**src/design/jcfp_pkg.sv**
```systemverilog
// Shared types, constants and helpers for the joint command frame packer.
`timescale 1ns / 1ps
package jcfp_pkg;

  localparam int JOINTS      = 6;
  localparam int SLOW_JOINTS = 3;   // joints below this take torque * 1/4
  localparam int IDX_W       = 3;
  localparam int DATA_W      = 32;
  localparam int GAIN_W      = 31;
  localparam int LANES       = 5;
  localparam int CODE_W      = 16;  // widest code, one divider stage per bit
  localparam int OFF_W       = 36;  // signed offsets and spans
  localparam int DIV_W       = 52;  // dividend and shifted divisor
  localparam int STATUS_W    = 3;
  localparam int CFG_IDX_W   = 3;
  localparam int IN_W        = 168;
  localparam int OUT_W       = 80;
  localparam int FRAME_ID_W  = 9;
  localparam logic [FRAME_ID_W-1:0] FRAME_ID_BASE = 9'h15A;

  // lane order
  localparam int L_POS = 0;
  localparam int L_VEL = 1;
  localparam int L_KP  = 2;
  localparam int L_KD  = 3;
  localparam int L_TQ  = 4;

  // status codes
  localparam logic [STATUS_W-1:0] ST_OK  = 3'd0;
  localparam logic [STATUS_W-1:0] ST_POS = 3'd1;
  localparam logic [STATUS_W-1:0] ST_VEL = 3'd2;
  localparam logic [STATUS_W-1:0] ST_KP  = 3'd3;
  localparam logic [STATUS_W-1:0] ST_KD  = 3'd4;
  localparam logic [STATUS_W-1:0] ST_TQ  = 3'd5;

  // register indexes
  localparam logic [CFG_IDX_W-1:0] R_POS_MIN   = 3'd0;
  localparam logic [CFG_IDX_W-1:0] R_POS_MAX   = 3'd1;
  localparam logic [CFG_IDX_W-1:0] R_VEL_MIN   = 3'd2;
  localparam logic [CFG_IDX_W-1:0] R_VEL_MAX   = 3'd3;
  localparam logic [CFG_IDX_W-1:0] R_STIFF_MAX = 3'd4;
  localparam logic [CFG_IDX_W-1:0] R_DAMP_MAX  = 3'd5;
  localparam logic [CFG_IDX_W-1:0] R_TQ_MIN    = 3'd6;
  localparam logic [CFG_IDX_W-1:0] R_TQ_MAX    = 3'd7;

  typedef struct packed {
    logic [DATA_W-1:0] pos_min;
    logic [DATA_W-1:0] pos_max;
    logic [DATA_W-1:0] vel_min;
    logic [DATA_W-1:0] vel_max;
    logic [GAIN_W-1:0] stiff_max;
    logic [GAIN_W-1:0] damp_max;
    logic [DATA_W-1:0] torque_min;
    logic [DATA_W-1:0] torque_max;
  } cfg_t;

  typedef struct packed {
    logic [IDX_W-1:0]    idx;
    logic [STATUS_W-1:0] status;
    logic [LANES-1:0]    zero;   // code forced to zero
    logic                tsat;   // torque code saturates high
  } meta_t;

  // code width of each lane
  function automatic int lane_bits(input int lane);
    int b;
    case (lane)
      L_POS:   b = 16;
      L_TQ:    b = 8;
      default: b = 12;
    endcase
    return b;
  endfunction

endpackage

```
**src/design/jcfp_prep.sv**
```systemverilog
// Range check, offsets and dividend setup: two register stages.
`timescale 1ns / 1ps
module jcfp_prep import jcfp_pkg::*; (
  input  logic                     clk_i,
  input  logic                     rst_ni,
  input  logic                     in_valid_i,
  output logic                     in_ready_o,
  input  logic [IDX_W-1:0]         joint_index_i,
  input  logic signed [DATA_W-1:0] position_i,
  input  logic signed [DATA_W-1:0] velocity_i,
  input  logic signed [DATA_W-1:0] stiffness_i,
  input  logic signed [DATA_W-1:0] damping_i,
  input  logic signed [DATA_W-1:0] torque_i,
  input  cfg_t                     cfg_i,
  output logic                     out_valid_o,
  input  logic                     out_ready_i,
  output meta_t                    meta_o,
  output logic [DIV_W-1:0]         rem_o [LANES],
  output logic [OFF_W-1:0]         den_o [LANES]
);

  logic                    va_q, vb_q, ld_a, ld_b;
  logic [IDX_W-1:0]        idx_a_q;
  logic [STATUS_W-1:0]     st_a_q, st_a_d;
  logic signed [OFF_W-1:0] off_a_q [LANES];
  logic signed [OFF_W-1:0] span_a_q [LANES];
  logic signed [OFF_W-1:0] off_a_d [LANES];
  logic signed [OFF_W-1:0] span_a_d [LANES];
  meta_t                   meta_b_q, meta_b_d;
  logic [DIV_W-1:0]        rem_b_q [LANES];
  logic [DIV_W-1:0]        rem_b_d [LANES];
  logic [OFF_W-1:0]        den_b_q [LANES];
  logic [OFF_W-1:0]        den_b_d [LANES];

  assign ld_b       = !vb_q || out_ready_i;
  assign ld_a       = !va_q || ld_b;
  assign in_ready_o = ld_a;

  // stage A: checks and offsets
  always_comb begin
    logic signed [OFF_W-1:0] p, v, kp, kd, t, tk;
    logic signed [OFF_W-1:0] pmin, pmax, vmin, vmax, kpmax, kdmax, tmin, tmax;
    p     = OFF_W'(position_i);
    v     = OFF_W'(velocity_i);
    kp    = OFF_W'(stiffness_i);
    kd    = OFF_W'(damping_i);
    t     = OFF_W'(torque_i);
    pmin  = OFF_W'($signed(cfg_i.pos_min));
    pmax  = OFF_W'($signed(cfg_i.pos_max));
    vmin  = OFF_W'($signed(cfg_i.vel_min));
    vmax  = OFF_W'($signed(cfg_i.vel_max));
    kpmax = $signed({{(OFF_W-GAIN_W){1'b0}}, cfg_i.stiff_max});
    kdmax = $signed({{(OFF_W-GAIN_W){1'b0}}, cfg_i.damp_max});
    tmin  = OFF_W'($signed(cfg_i.torque_min));
    tmax  = OFF_W'($signed(cfg_i.torque_max));
    // slow joints: t*1 against bounds*4, others t*5
    if ({1'b0, joint_index_i} < (IDX_W+1)'(SLOW_JOINTS)) begin
      tk = t;
    end else begin
      tk = (t <<< 2) + t;
    end
    if (p < pmin || p > pmax) begin
      st_a_d = ST_POS;
    end else if (v < vmin || v > vmax) begin
      st_a_d = ST_VEL;
    end else if (kp < 0 || kp > kpmax) begin
      st_a_d = ST_KP;
    end else if (kd < 0 || kd > kdmax) begin
      st_a_d = ST_KD;
    end else if (t < tmin || t > tmax) begin
      st_a_d = ST_TQ;
    end else begin
      st_a_d = ST_OK;
    end
    off_a_d[L_POS]  = p - pmin;
    span_a_d[L_POS] = pmax - pmin;
    off_a_d[L_VEL]  = v - vmin;
    span_a_d[L_VEL] = vmax - vmin;
    off_a_d[L_KP]   = kp;
    span_a_d[L_KP]  = kpmax;
    off_a_d[L_KD]   = kd;
    span_a_d[L_KD]  = kdmax;
    off_a_d[L_TQ]   = tk - (tmin <<< 2);
    span_a_d[L_TQ]  = (tmax - tmin) <<< 2;
  end

  // stage B: dividend = off * (2^bits - 1), torque saturation test
  always_comb begin
    logic [DIV_W-1:0] x;
    meta_b_d.idx    = idx_a_q;
    meta_b_d.status = st_a_q;
    for (int l = 0; l < LANES; l++) begin
      meta_b_d.zero[l] = (off_a_q[l] <= 0) || (span_a_q[l] <= 0);
      x          = DIV_W'(off_a_q[l]);
      rem_b_d[l] = (x << lane_bits(l)) - x;
      den_b_d[l] = span_a_q[l];
    end
    meta_b_d.tsat = rem_b_d[L_TQ] >= (DIV_W'(den_b_d[L_TQ]) << lane_bits(L_TQ));
  end

  always_ff @(posedge clk_i or negedge rst_ni) begin
    if (!rst_ni) begin
      va_q <= 1'b0;
      vb_q <= 1'b0;
    end else begin
      if (ld_a) begin
        va_q <= in_valid_i && ({1'b0, joint_index_i} < (IDX_W+1)'(JOINTS));
      end
      if (ld_b) begin
        vb_q <= va_q;
      end
    end
  end

  always_ff @(posedge clk_i) begin
    if (ld_a && in_valid_i) begin
      idx_a_q  <= joint_index_i;
      st_a_q   <= st_a_d;
      off_a_q  <= off_a_d;
      span_a_q <= span_a_d;
    end
    if (ld_b && va_q) begin
      meta_b_q <= meta_b_d;
      rem_b_q  <= rem_b_d;
      den_b_q  <= den_b_d;
    end
  end

  assign out_valid_o = vb_q;
  assign meta_o      = meta_b_q;
  assign rem_o       = rem_b_q;
  assign den_o       = den_b_q;

endmodule

```
**config.mk**
```make
export PLATFORM = sky130hd
export DESIGN_NAME = jcfp_prep
export DESIGN_NICKNAME = d
export VERILOG_FILES = /design/src/design/jcfp_pkg.sv /design/src/design/jcfp_prep.sv
export SDC_FILE = /design/constraint.sdc
export NUM_CORES = 2
export LEC_CHECK = 0
export ABC_AREA = 0
export BUFFER_PORTS_ARGS = -buffer_cell sky130_fd_sc_hd__buf_2
export CAP_MARGIN = 5
export CORE_AREA = 2 2 342 344
export DETAILED_ROUTE_END_ITERATION = 8
export DIE_AREA = 0 0 344 346
export GPL_TIMING_DRIVEN = 1
export SETUP_SLACK_MARGIN = 0.2
export SLEW_MARGIN = 10
export SYNTH_ARGS = -nofsm -noshare
export SYNTH_HDL_FRONTEND = slang
export SYNTH_SLANG_ARGS = --single-unit
```
**constraint.sdc**
```tcl
create_clock -name clk_i -period 12 [get_ports clk_i]
set_input_delay 0.6 -clock clk_i [delete_from_list [all_inputs] [get_ports clk_i]]
set_output_delay 0.6 -clock clk_i [all_outputs]
set_load 0.005 [all_outputs]
```
==> flow_summary.ini <==
[outcome]
status = complete, no violations

[yosys]
synthFlopType = edfxtp_1
ys_types = 87
yosysSeqAreaShare = 0.450
avgSynthCellArea_sq_um = 10.6
synth_area_sq_mm = 0.0494
postSynthCellCount = 4678
async_flop_share = 0.00270
synth_enable_flop_cells = 739
ys.warnings.count = 0
synth-seq-cells = 741

[sta]
max_freq_ghz = 0.191
timing.hold.ws_ns = 0.0982
period_minus_slack_ns = 5.25
setup_viol = 0
final.setup_skew_ns = 0.0245
fin_setup_tns_ns = 0
period_share = 0.437
relSlewSlack = 0.259
worstMarginPinSlew_ns = 1.10
slew_violations = 0
rsz0062_at_grt = no
hold_viol_final = 0

[worst_setup_path]
path_delay_family = compound AO/OA/AOI/OAI gates
critPathMaxStageDelay_ns = 0.43
crit_chain = buf_2 -> ha_1 -> fa_1 -> a211oi_1 -> nor4_1 -> o31ai_1 -> nand2b_1 -> a21o_1 -> a21oi_1 -> o21ai_0 -> o41a_1 -> xnor2_1 -> a21oi_1 -> ha_1 -> and4_1 -> and2_1 -> and3_1 -> and3_1 -> a221oi_1 -> o21ai_1 -> o211ai_1 -> nand2b_1 -> a21oi_1 -> xnor2_1
r2r-start = off_a_q[1]$_DFFE_PP_
cp.buffers_inverters = 1
cp.required_ns = 12.43
reg2reg_slack_ns = 7.00
r2r_cells = 22
endpoint_kind = flop
worst_setup_path_start_kind = primary input
r2r-end = meta_o[0]$_DFFE_PP_
crit_fanout = 4
slowest_stage = fa_1
worstSetupPathType = in -> reg
crit_arrival_ns = 5.68
crit_top_cell = a21oi_1

[cells_and_area]
syn2layout_area_growth_pct = 18.1
layout-drive-gt1-share = 0.188
fin_nets = 6622

[route]
wl_per_cell_um = 22.0
via_count = 39300
drt_drc_violations_left = 0
ant_nets = 0
wirelength_um = 158000
first_pass_iters = 5
initialDrtViolationCount = 2638
avgViaCountPerCell = 5.47

[min_path]
worstHoldEndpoint = den_b_d[45]$_DFFE_PP_
hp-class = in -> reg
whs_path_depth = 1
hp-start = cfg_i[73]

[global_routing]
antenna_found_initial = 26
grt_pass1_vias = 37700
grt_pass1_wl_um = 232000
grt_max_degree = 152
gr-usage-all-layers = 0.258
grt_overflow_total = 0

[power]
p_leak_uw = 0.0261
ir_drop_uv = 106
power_density_mw_per_mm2 = 162

[clock_network]
cts_tree = yes
root_buffer = clkbuf_16
numCtsBuffers = 85
htreeDepth = 3
cts_sinks = 741
clk_latency_ns = 0.69
clk_pin_slew_ns = 0.06
cts_buffer_depth = 3

[floorplanning]
core_area_sq_mm = 0.115
die-area_sq_mm = 0.119
die_h_um = 346
row_count = 125
fp.dieW_um = 344
start_util = 0.428
pin_count = 875

[flow_run]
cap_violations = 0

[placed_design]
hpwl_um = 131000
finalWeightedCongestion = 0.939
portBuffers = 862
-- cell type report --
type / count / area, sq um
sequential: 741 / 22200
timing repair buffer: 873 / 4420
tap: 1524 / 1910
clock buffer: 89 / 2160
multi-input combinational: 3372 / 24900
clock inverter: 68 / 813
antenna: 16 / 40.0
inverter: 504 / 1890
fill: 10700 / 57100
-- registers in the layout, indices dropped and copies added, names as in the netlist --
name / cells
idx_a_q: 3
off_a_q: 166
den_b_d: 161
rem_o: 233
st_a_q: 3
out_valid_o: 1
va_q: 1
den_o: 161
meta_o: 12
-- metrics by stage --
stage               area [sq um]  total power, uW  instances  utilization  setup slack (ns)
floorplan                  49400             5680       4689            -              1.33
finish                     58400             9450       7187        0.506              6.75
global placement           55300             6690       7013        0.479              6.03
CTS                        58300             9500       7171        0.505              6.81
global route               58300             9990       7179        0.505              6.33
detailed placement         55300             6720       7013        0.479              6.09
-- kinds of logic (layout without fill, tap and decap cells) --
kind of cell / Yosys count / in the layout / synth area share
buffers and inverters: 576 / 1534 / 0.0473
and+or+nand+nor: 1116 / 1116 / 0.116
xor gates and xnor gates: 383 / 383 / 0.0679
other: 1 / 28 / 0.0000759
adders and majority gates: 624 / 624 / 0.159
muxes: 6 / 6 / 0.00122
AOI/OAI and AO/OA: 1231 / 1231 / 0.158
DFF: 741 / 741 / 0.450
-- timing repair --
action	CTS	global route
setup buffers	0	0
gates resized for setup	0	0
hold buffers	1	0
endpoints found under the hold margin	2	0
-- metal layers --
layer,track usage,wire [um],up-vias
li1,-,-,19100
met1,0.352,69500,18700
met2,0.420,73100,1282
met3,0.0380,10500,218
met4,0.0852,4800,2
met5,0,12,-
-- cells in the mapped netlist (9+ instances only) --
library cell	count	area (sq um)
a2111oi_0	11	96.3
a211o_1	9	78.8
a211oi_1	33	248
a21boi_0	10	75.1
a21o_1	220	1650
a21oi_1	402	2010
a31oi_1	53	332
and2_1	26	163
and3_1	40	250
and4_1	16	140
buf_4	46	345
clkbuf_1	25	93.8
edfxtp_1	739	22200
ha_1	617	7720
inv_1	504	1890
nand2_1	230	863
nand2b_1	59	369
nand3_1	79	395
nand4_1	85	532
nor2_1	255	957
nor2b_1	69	432
nor3_1	84	420
nor3b_1	10	75.1
nor4_1	83	519
o2111ai_1	11	96.3
o211ai_1	23	173
o21a_1	64	480
o21ai_0	222	1110
o21bai_1	48	360
o31ai_1	21	158
o41ai_1	11	96.3
or2_2	18	113
or3_1	19	119
or4_1	15	113
xnor2_1	262	2290
xor2_1	121	1060
-- cells in the final DEF, fill, tap and decap left out, types with 85 or more instances in the layout --
master / n
xnor2_1: 262
edfxtp_1: 739
a21oi_1: 401
nand4_1: 85
nand2_1: 230
ha_1: 617
nor2_1: 255
buf_2: 862
clkbuf_16: 86
o21ai_0: 222
xor2_1: 121
inv_1: 504
a21o_1: 220
-- how the worst max path moves through the flow --
stage / endpoint / start / slack, ns / cells after the start
floorplan: den_o[100]$_DFFE_PP_ / out_ready_i / 1.33 / 2
global placement: off_a_q[32]$_DFFE_PP_ / torque_i[0] / 6.03 / 24
detailed placement: off_a_q[32]$_DFFE_PP_ / torque_i[0] / 6.09 / 24
CTS: off_a_q[32]$_DFFE_PP_ / torque_i[0] / 6.81 / 24
global route: off_a_q[32]$_DFFE_PP_ / torque_i[0] / 6.33 / 24
finish: off_a_q[32]$_DFFE_PP_ / torque_i[0] / 6.75 / 24
-- where the power goes --
group / switching, uW / internal [uW] / leakage [uW]
Combinational: 1800 / 1240 / 0.0176
Clock: 1120 / 1630 / 0.00143
Sequential: 262 / 3400 / 0.00709
No activity file was read; power rests on OpenSTA's default activity.
