$ cat src/design/jcfp_pkg.sv
// Shared types, constants and helpers for the joint command frame packer.
`timescale 1ns / 1ps
package jcfp_pkg;

  localparam int JOINTS      = 6;
  localparam int SLOW_JOINTS = 3;   // joints below this take torque * 1/4
  localparam int IDX_W       = 3;
  localparam int DATA_W      = 32;
  localparam int GAIN_W      = 31;
  localparam int LANES       = 5;
  localparam int CODE_W      = 16;  // widest code, one divider stage per bit
  localparam int OFF_W       = 36;  // signed offsets and spans
  localparam int DIV_W       = 52;  // dividend and shifted divisor
  localparam int STATUS_W    = 3;
  localparam int CFG_IDX_W   = 3;
  localparam int IN_W        = 168;
  localparam int OUT_W       = 80;
  localparam int FRAME_ID_W  = 9;
  localparam logic [FRAME_ID_W-1:0] FRAME_ID_BASE = 9'h15A;

  // lane order
  localparam int L_POS = 0;
  localparam int L_VEL = 1;
  localparam int L_KP  = 2;
  localparam int L_KD  = 3;
  localparam int L_TQ  = 4;

  // status codes
  localparam logic [STATUS_W-1:0] ST_OK  = 3'd0;
  localparam logic [STATUS_W-1:0] ST_POS = 3'd1;
  localparam logic [STATUS_W-1:0] ST_VEL = 3'd2;
  localparam logic [STATUS_W-1:0] ST_KP  = 3'd3;
  localparam logic [STATUS_W-1:0] ST_KD  = 3'd4;
  localparam logic [STATUS_W-1:0] ST_TQ  = 3'd5;

  // register indexes
  localparam logic [CFG_IDX_W-1:0] R_POS_MIN   = 3'd0;
  localparam logic [CFG_IDX_W-1:0] R_POS_MAX   = 3'd1;
  localparam logic [CFG_IDX_W-1:0] R_VEL_MIN   = 3'd2;
  localparam logic [CFG_IDX_W-1:0] R_VEL_MAX   = 3'd3;
  localparam logic [CFG_IDX_W-1:0] R_STIFF_MAX = 3'd4;
  localparam logic [CFG_IDX_W-1:0] R_DAMP_MAX  = 3'd5;
  localparam logic [CFG_IDX_W-1:0] R_TQ_MIN    = 3'd6;
  localparam logic [CFG_IDX_W-1:0] R_TQ_MAX    = 3'd7;

  typedef struct packed {
    logic [DATA_W-1:0] pos_min;
    logic [DATA_W-1:0] pos_max;
    logic [DATA_W-1:0] vel_min;
    logic [DATA_W-1:0] vel_max;
    logic [GAIN_W-1:0] stiff_max;
    logic [GAIN_W-1:0] damp_max;
    logic [DATA_W-1:0] torque_min;
    logic [DATA_W-1:0] torque_max;
  } cfg_t;

  typedef struct packed {
    logic [IDX_W-1:0]    idx;
    logic [STATUS_W-1:0] status;
    logic [LANES-1:0]    zero;   // code forced to zero
    logic                tsat;   // torque code saturates high
  } meta_t;

  // code width of each lane
  function automatic int lane_bits(input int lane);
    int b;
    case (lane)
      L_POS:   b = 16;
      L_TQ:    b = 8;
      default: b = 12;
    endcase
    return b;
  endfunction

endpackage

$ cat src/design/jcfp_pack.sv
// Code clamp, byte packing, check nibble and output register.
`timescale 1ns / 1ps
module jcfp_pack import jcfp_pkg::*; (
  input  logic              clk_i,
  input  logic              rst_ni,
  input  logic              in_valid_i,
  output logic              in_ready_o,
  input  meta_t             meta_i,
  input  logic [CODE_W-1:0] quo_i [LANES],
  output logic              out_valid_o,
  input  logic              out_ready_i,
  output logic [OUT_W-1:0]  out_data_o
);

  logic             vo_q, ld;
  logic [OUT_W-1:0] data_q, data_d;

  assign ld         = !vo_q || out_ready_i;
  assign in_ready_o = ld;

  always_comb begin
    logic [CODE_W-1:0] c [LANES];
    logic [7:0]        b [8];
    logic [7:0]        x;
    for (int l = 0; l < LANES; l++) begin
      c[l] = meta_i.zero[l] ? '0 : quo_i[l];
    end
    if (!meta_i.zero[L_TQ] && meta_i.tsat) begin
      c[L_TQ] = CODE_W'(8'hFF);
    end
    b[0] = c[L_POS][15:8];
    b[1] = c[L_POS][7:0];
    b[2] = c[L_VEL][11:4];
    b[3] = {c[L_VEL][3:0], c[L_KP][11:8]};
    b[4] = c[L_KP][7:0];
    b[5] = c[L_KD][11:4];
    b[6] = {c[L_KD][3:0], c[L_TQ][7:4]};
    x    = b[0] ^ b[1] ^ b[2] ^ b[3] ^ b[4] ^ b[5] ^ b[6];
    b[7] = {c[L_TQ][3:0], x[3:0]};
    if (meta_i.status != ST_OK) begin
      for (int i = 0; i < 8; i++) begin
        b[i] = '0;
      end
    end
    data_d = {4'b0, meta_i.status, b[7], b[6], b[5], b[4], b[3], b[2], b[1], b[0],
              FRAME_ID_BASE + FRAME_ID_W'(meta_i.idx)};
  end

  always_ff @(posedge clk_i or negedge rst_ni) begin
    if (!rst_ni) begin
      vo_q <= 1'b0;
    end else if (ld) begin
      vo_q <= in_valid_i;
    end
  end

  always_ff @(posedge clk_i) begin
    if (ld && in_valid_i) begin
      data_q <= data_d;
    end
  end

  assign out_valid_o = vo_q;
  assign out_data_o  = data_q;

endmodule

$ cat config.mk
export PLATFORM = sky130hd
export DESIGN_NAME = jcfp_pack
export DESIGN_NICKNAME = d
export VERILOG_FILES = /design/src/design/jcfp_pkg.sv /design/src/design/jcfp_pack.sv
export SDC_FILE = /design/constraint.sdc
export NUM_CORES = 1
export LEC_CHECK = 0
export ABC_AREA = 0
export BUFFER_PORTS_ARGS = -buffer_cell sky130_fd_sc_hd__buf_2
export CAP_MARGIN = 20
export CORE_MARGIN = 2
export CORE_UTILIZATION = 44
export DETAILED_ROUTE_END_ITERATION = 10
export GPL_TIMING_DRIVEN = 0
export PLACE_DENSITY_LB_ADDON = 0.12
export SETUP_SLACK_MARGIN = 0.05
export SYNTH_ARGS = -nofsm -noshare
export SYNTH_HDL_FRONTEND = slang
export SYNTH_SLANG_ARGS = --single-unit
$ cat constraint.sdc
create_clock -name clk_i -period 3.6 [get_ports clk_i]
set_input_delay 0.54 -clock clk_i [delete_from_list [all_inputs] [get_ports clk_i]]
set_output_delay 0.54 -clock clk_i [all_outputs]
set_load 0.01 [all_outputs]
==> results of run 1 <==
-- worst min path at each step --
stage,start,end,slack (ns)
2_1_floorplan,rst_ni,out_valid_o,0.24
3_3_place_gp,rst_ni,out_valid_o,0.31
3_5_place_dp,rst_ni,out_valid_o,0.32
4_1_cts,meta_i[9],out_data_o[0],0.36
5_1_grt,meta_i[9],out_data_o[0],0.36
6_report,meta_i[9],out_data_o[0],0.38
-- Yosys cell counts --
cell type	n	area share, %
clkbuf_1	4	0.48
buf_4	8	1.9
o21bai_1	4	0.96
ha_1	1	0.40
o21a_1	8	1.9
conb_1	2	0.24
xnor3_1	8	5.7
nand2b_1	5	1.0
nor2b_1	11	2.2
edfxtp_1	72	69
buf_2	1	0.16
nor2_1	13	1.6
or3_1	1	0.20
buf_6	1	0.36
dfrtp_1	1	0.80
nor2_2	1	0.20
inv_1	2	0.24
and2_1	53	11
xnor2_1	8	2.2
-- sequential cells by signal (all words and copies together) (netlist names) --
register	cells
out_data_o	72
out_valid_o	1
-- routing by layer --
| metal | part of all wire (%) | up-vias |
|---|---|---|
| li1 | - | 1025 |
| met1 | 38 | 918 |
| met2 | 50 | 99 |
| met3 | 9.9 | 9 |
| met4 | 1.6 | 0 |
| met5 | 0 | - |
-- power by group through the flow --
stage	logic, mW	clock network [mW]	registers (mW)
after global placement	0.227	0	1.01
after detailed placement	0.229	0	1.01
after CTS	0.231	0.760	0.986
after global routing	0.249	0.795	0.990
after floorplan	0.103	0	1.03
final	0.227	0.743	0.986
-- through the flow --
stage	std cells	worst slack (ns)
after floorplan	209	0.7215
after global placement	455	0.08385
after detailed placement	455	1.571
after CTS	472	1.908
after global routing	472	1.797
final	472	1.921
-- cells by family (layout without fill, tap and decap cells) --
logic type / Yosys count / count (layout) / synth area share (%)
XOR/XNOR: 16 / 16 / 7.971
AND/OR/NAND/NOR: 84 / 84 / 15.70
flip-flops: 73 / 73 / 69.67
AO/OA/AOI/OAI: 12 / 12 / 2.870
other: 2 / 7 / 0.2392
adder cells (fa/ha/maj): 1 / 1 / 0.3985
buffers and inverters: 16 / 183 / 3.149
-- worst max-delay path, cell delays in order (launching register included) --
cell and delay, ns:
dfrtp_1 0.38, nand2b_1 0.11, and2_4 0.75
-- what timing repair did --
item	in CTS	in global routing
setup endpoints to repair	0	0
hold buffers	1	0
hold endpoints to repair	1	0
-- cell type report --
cell class / instances / area [um2] / area share (%)
sequential: 73 / 2187 / 51.17
multi-input combinational: 120 / 874.6 / 20.46
inverter: 2 / 7.507 / 0.1756
clock buffer: 9 / 123.9 / 2.898
tap: 96 / 120.1 / 2.810
timing repair buffer: 151 / 760.7 / 17.80
buffer: 14 / 91.34 / 2.137
clock inverter: 7 / 108.9 / 2.547
==> results.tsv, run 1 <==
metric	value	unit
reg-to-reg slack, setup	1.92	ns
critical-path maximum fanout	72	
Total Wirelength	6157	um
area of placed instances	4031	um2
Hold Worst Slack	0.3767	ns
die area	7826	um2
worst rel slew slack	38.33	%
Clock Sinks	73	
Worst EP arrival	1.63	ns
commonest non-fill, non-tap cell in the layout	buf_2	
first-pass GRT wire length	9094	um
Pleak	1.933	nW
Max Root-Sink Buffers	2	
most frequent cells in the layout	buf_2 (151), edfxtp_1 (72), and2_1 (52)	
Final Wtd Congestion	0.7292	
RSZ-0062 raised after global routing	false	
crit path capture type	flip-flop	
die width	88.47	um
Die Ht	88.47	um
setup TNS	0	ns
Avg Vias per Cell	4.345	
vias in the first global route	1967	
TritonCTS clock tree	done	
buffers added on ports	150	
final core occ	62.56	%
Hold Path Stages	1	
initial antenna violation count	0	
Mapped Avg Cell Area	15.39	um2
Power Density	457.5	nW/um2
GR Util met3	5.690	%
# resized after CTS	0	
Critical Path Source	out_valid_o	
Setup Crit Path Kind	reg -> reg	
nature of the critical path startpoint	flip-flop	
GR Layer Usage met2	28.37	%
Initial Utilization	45.95	%
fillcell total	582	
Area Growth Syn to Fin	36.15	%
Sw Share	20.64	%
clock power share	38.0	%
Psw	403.6	uW
setup violators final	0	
skew final	0.01091	ns
worst-margin pin slew	0.9250	ns
largest net degree at the start of global routing	73	
GR Layer Usage met1	16.97	%
Ys Warns	0	
DRT antenna net count	0	
setup bufs post-CTS	0	
Gate power share	11.6	%
Cell Rows	30	
io pins	178	
Yosys cell types	19	
Detailed Routing Iterations Pass 1	4	
Period Utilization, post-route	46.64	%
min cycle time layout	1.679	ns
P_int	1.552	mW
Power Total	1.955	mW
DRC violations left	0	
RR Endpoint	out_data_o[72]	
r2r worst-path depth	2	
Root Driver	clkbuf_8	
total grt overflow	0	
worst-skew pair later-pin latency	0.33	ns
Antenna diodes	0	
post-synthesis cell count	204	
fmax	0.5955	GHz
H-tree depth	3	
busiest grt layer	met2	
dpl hpwl	4685	um
starting DRC count in detailed routing	75	
worst vdd ir	0.0002996	V
share of cells above drive strength 1	47.07	%
Overall Global Routing Usage	15.81	%
Max-Cap Viols	0	
Max Transition Viols Final	0	
Hold Path Class	in -> reg	
power share of the sequential group	50.4	%
worst setup path end	out_data_o[72]	
# nets final	468	
DR vias	2051	
final hold violation count	0	
synthesized flop and latch total	73	
WL/cell	13.04	um
outcome	complete, no violations	
Data required, critical path	3.55	ns
finished layout cell area	4274	um2
post-synthesis cell area	3139	um2
clock slew at reported path FFs	0.08	ns
core area	6832	um2
worst r2r src	out_valid_o	
post-synthesis sequential area ratio	69.67	%
CTS buffer count	9	
(Power assumes the default switching activity.)
==> run 2, diff against run 1 <==
Settings changed: CORE_UTILIZATION 44 to 40.
Clock period 3.6 ns to 1.4 ns, I/O delays scaled along.
==> run 2 against run 1 <==
Clock power rose to 3.1 times the previous value. Sequential share of layout area down 1.0 points. Combinational power rose to 2.6 times the previous value. Core utilization down 5.6 points. Critical endpoint is now out_data_o[25]. Largest cell class unchanged.
==> results.tsv, run 2 (synthesis results as in run 1) <==
metric	value	unit
Max Root-Sink Buffers	2	
Detailed Routing Iterations Pass 1	4	
min cycle time layout	1.375	ns
Setup Crit Path Kind	reg -> reg	
setup violators final	0	
clock slew at reported path FFs	0.07	ns
buffers added on ports	150	
DR WL met3	671	um
Worst EP arrival	1.35	ns
die area	8573	um2
share of cells above drive strength 1	48.94	%
initial antenna violation count	0	
top sig layer	met4	
final hold violation count	0	
total grt overflow	0	
Pleak	1.980	nW
clock power share	42.1	%
post-place setup slack	-0.3240	ns
outcome	complete, no violations	
skew final	0.005170	ns
Area Growth Syn to Fin	38.86	%
Total Wirelength	6658	um
DR vias	2105	
worst-skew pair later-pin latency	0.34	ns
crit path capture type	flip-flop	
worst r2r src	out_valid_o	
first-pass GRT wire length	10140	um
Max-Cap Viols	0	
die width	92.59	um
Overall Global Routing Usage	15.98	%
starting DRC count in detailed routing	40	
vias in the first global route	2101	
CTS buffer count	9	
io pins	178	
dpl hpwl	4840	um
Period Utilization, post-route	98.24	%
# nets final	469	
Hold Path Origin	meta_i[8]	
DRC violations left	0	
met2 routed WL	3212	um
WL/cell	13.93	um
commonest non-fill, non-tap cell in the layout	buf_2	
DRT antenna net count	0	
Power Density	1242	nW/um2
most frequent cells in the layout	buf_2 (151), edfxtp_1 (72), and2_1 (52)	
Sw Share	19.58	%
fmax	0.7271	GHz
core area	7647	um2
Die Ht	92.59	um
Largest register FFs	72	
Avg Vias per Cell	4.404	
Final Wtd Congestion	0.6954	
H-tree depth	3	
worst vdd ir	0.0005520	V
Hold Path Class	in -> reg	
Hold Worst Slack	0.05023	ns
critical-path maximum fanout	36	
Root Driver	clkbuf_8	
Clock Sinks	73	
met1 wire length	2670	um
Data required, critical path	1.38	ns
P_int	4.356	mW
power share of the sequential group	46.8	%
setup slack after layout	0.02466	ns
Gate power share	11.0	%
TritonCTS clock tree	done	
RSZ-0062 raised after global routing	true	
nature of the critical path startpoint	flip-flop	
Max Transition Viols Final	0	
largest net degree at the start of global routing	37	
Critical Path Source	out_valid_o	
Cell Rows	32	
Antenna diodes	0	
Psw	1.060	mW
Initial Utilization	41.05	%
Power Total	5.416	mW
==> run 2: path summary, 6_finish.rpt <==
check	to	slack [ns]	cells past startpoint
max	out_data_o[25]	0.02	2
min	out_data_o[75]	0.05	1
max reg2reg	out_data_o[25]	0.02	2
min reg2reg	out_valid_o	0.60	2
max in group asynchronous	out_valid_o	1.15	2
min in group asynchronous	out_valid_o	0.16	2
==> run 2: per-stage QoR <==
| step | utilization (%) | std cells | setup TNS (ns) | instance area, um2 |
|---|---|---|---|---|
| finish | 57.00 | 478 | 0 | 4359 |
| global route | 57.00 | 478 | -1.293 | 4359 |
| CTS | 56.84 | 478 | 0 | 4347 |
| detailed placement | 52.81 | 461 | -31.66 | 4039 |
| global placement | 52.81 | 461 | -31.29 | 4039 |
| floorplan | - | 209 | -12.01 | 3161 |
==> run 2: critical path: stages (launching register included) <==
cell      delay, ns
dfrtp_1        0.42
nand2b_4       0.11
and2_4         0.46
==> run 2: power by group through the flow <==
stage,logic [mW],clock network (mW),registers [mW]
after floorplan,0.265,0,2.65
final,0.596,2.28,2.54
after CTS,0.606,2.32,2.54
after detailed placement,0.592,0,2.59
after global routing,0.659,2.41,2.55
after global placement,0.590,0,2.58
==> run 2: final cells by class <==
type / count / area [um2]
Buffer: 14 / 98.84
Clock buffer: 9 / 123.9
Clock inverter: 6 / 155.1
Fill cell: 692 / 3288
Inverter: 2 / 7.507
Multi-Input combinational cell: 121 / 898.4
Sequential cell: 73 / 2187
Tap cell: 102 / 127.6
Timing Repair Buffer: 151 / 760.7
==> run 2: what timing repair did <==
action / CTS / global route
endpoints found under the setup margin: 75 / 100
hold endpoints to repair: 1 / 0
pin swaps: 1 / 1
gates resized for setup: 4 / 8
buffers inserted: 0 / 0
hold buffers: 1 / 0
gates cloned: 1 / 0
==> run 2: metal layers <==
layer	global-route usage, %	vias to the layer above
met3	6.184	9
met1	17.86	974
met5	0	-
met4	7.090	0
li1	-	1023
met2	27.07	99
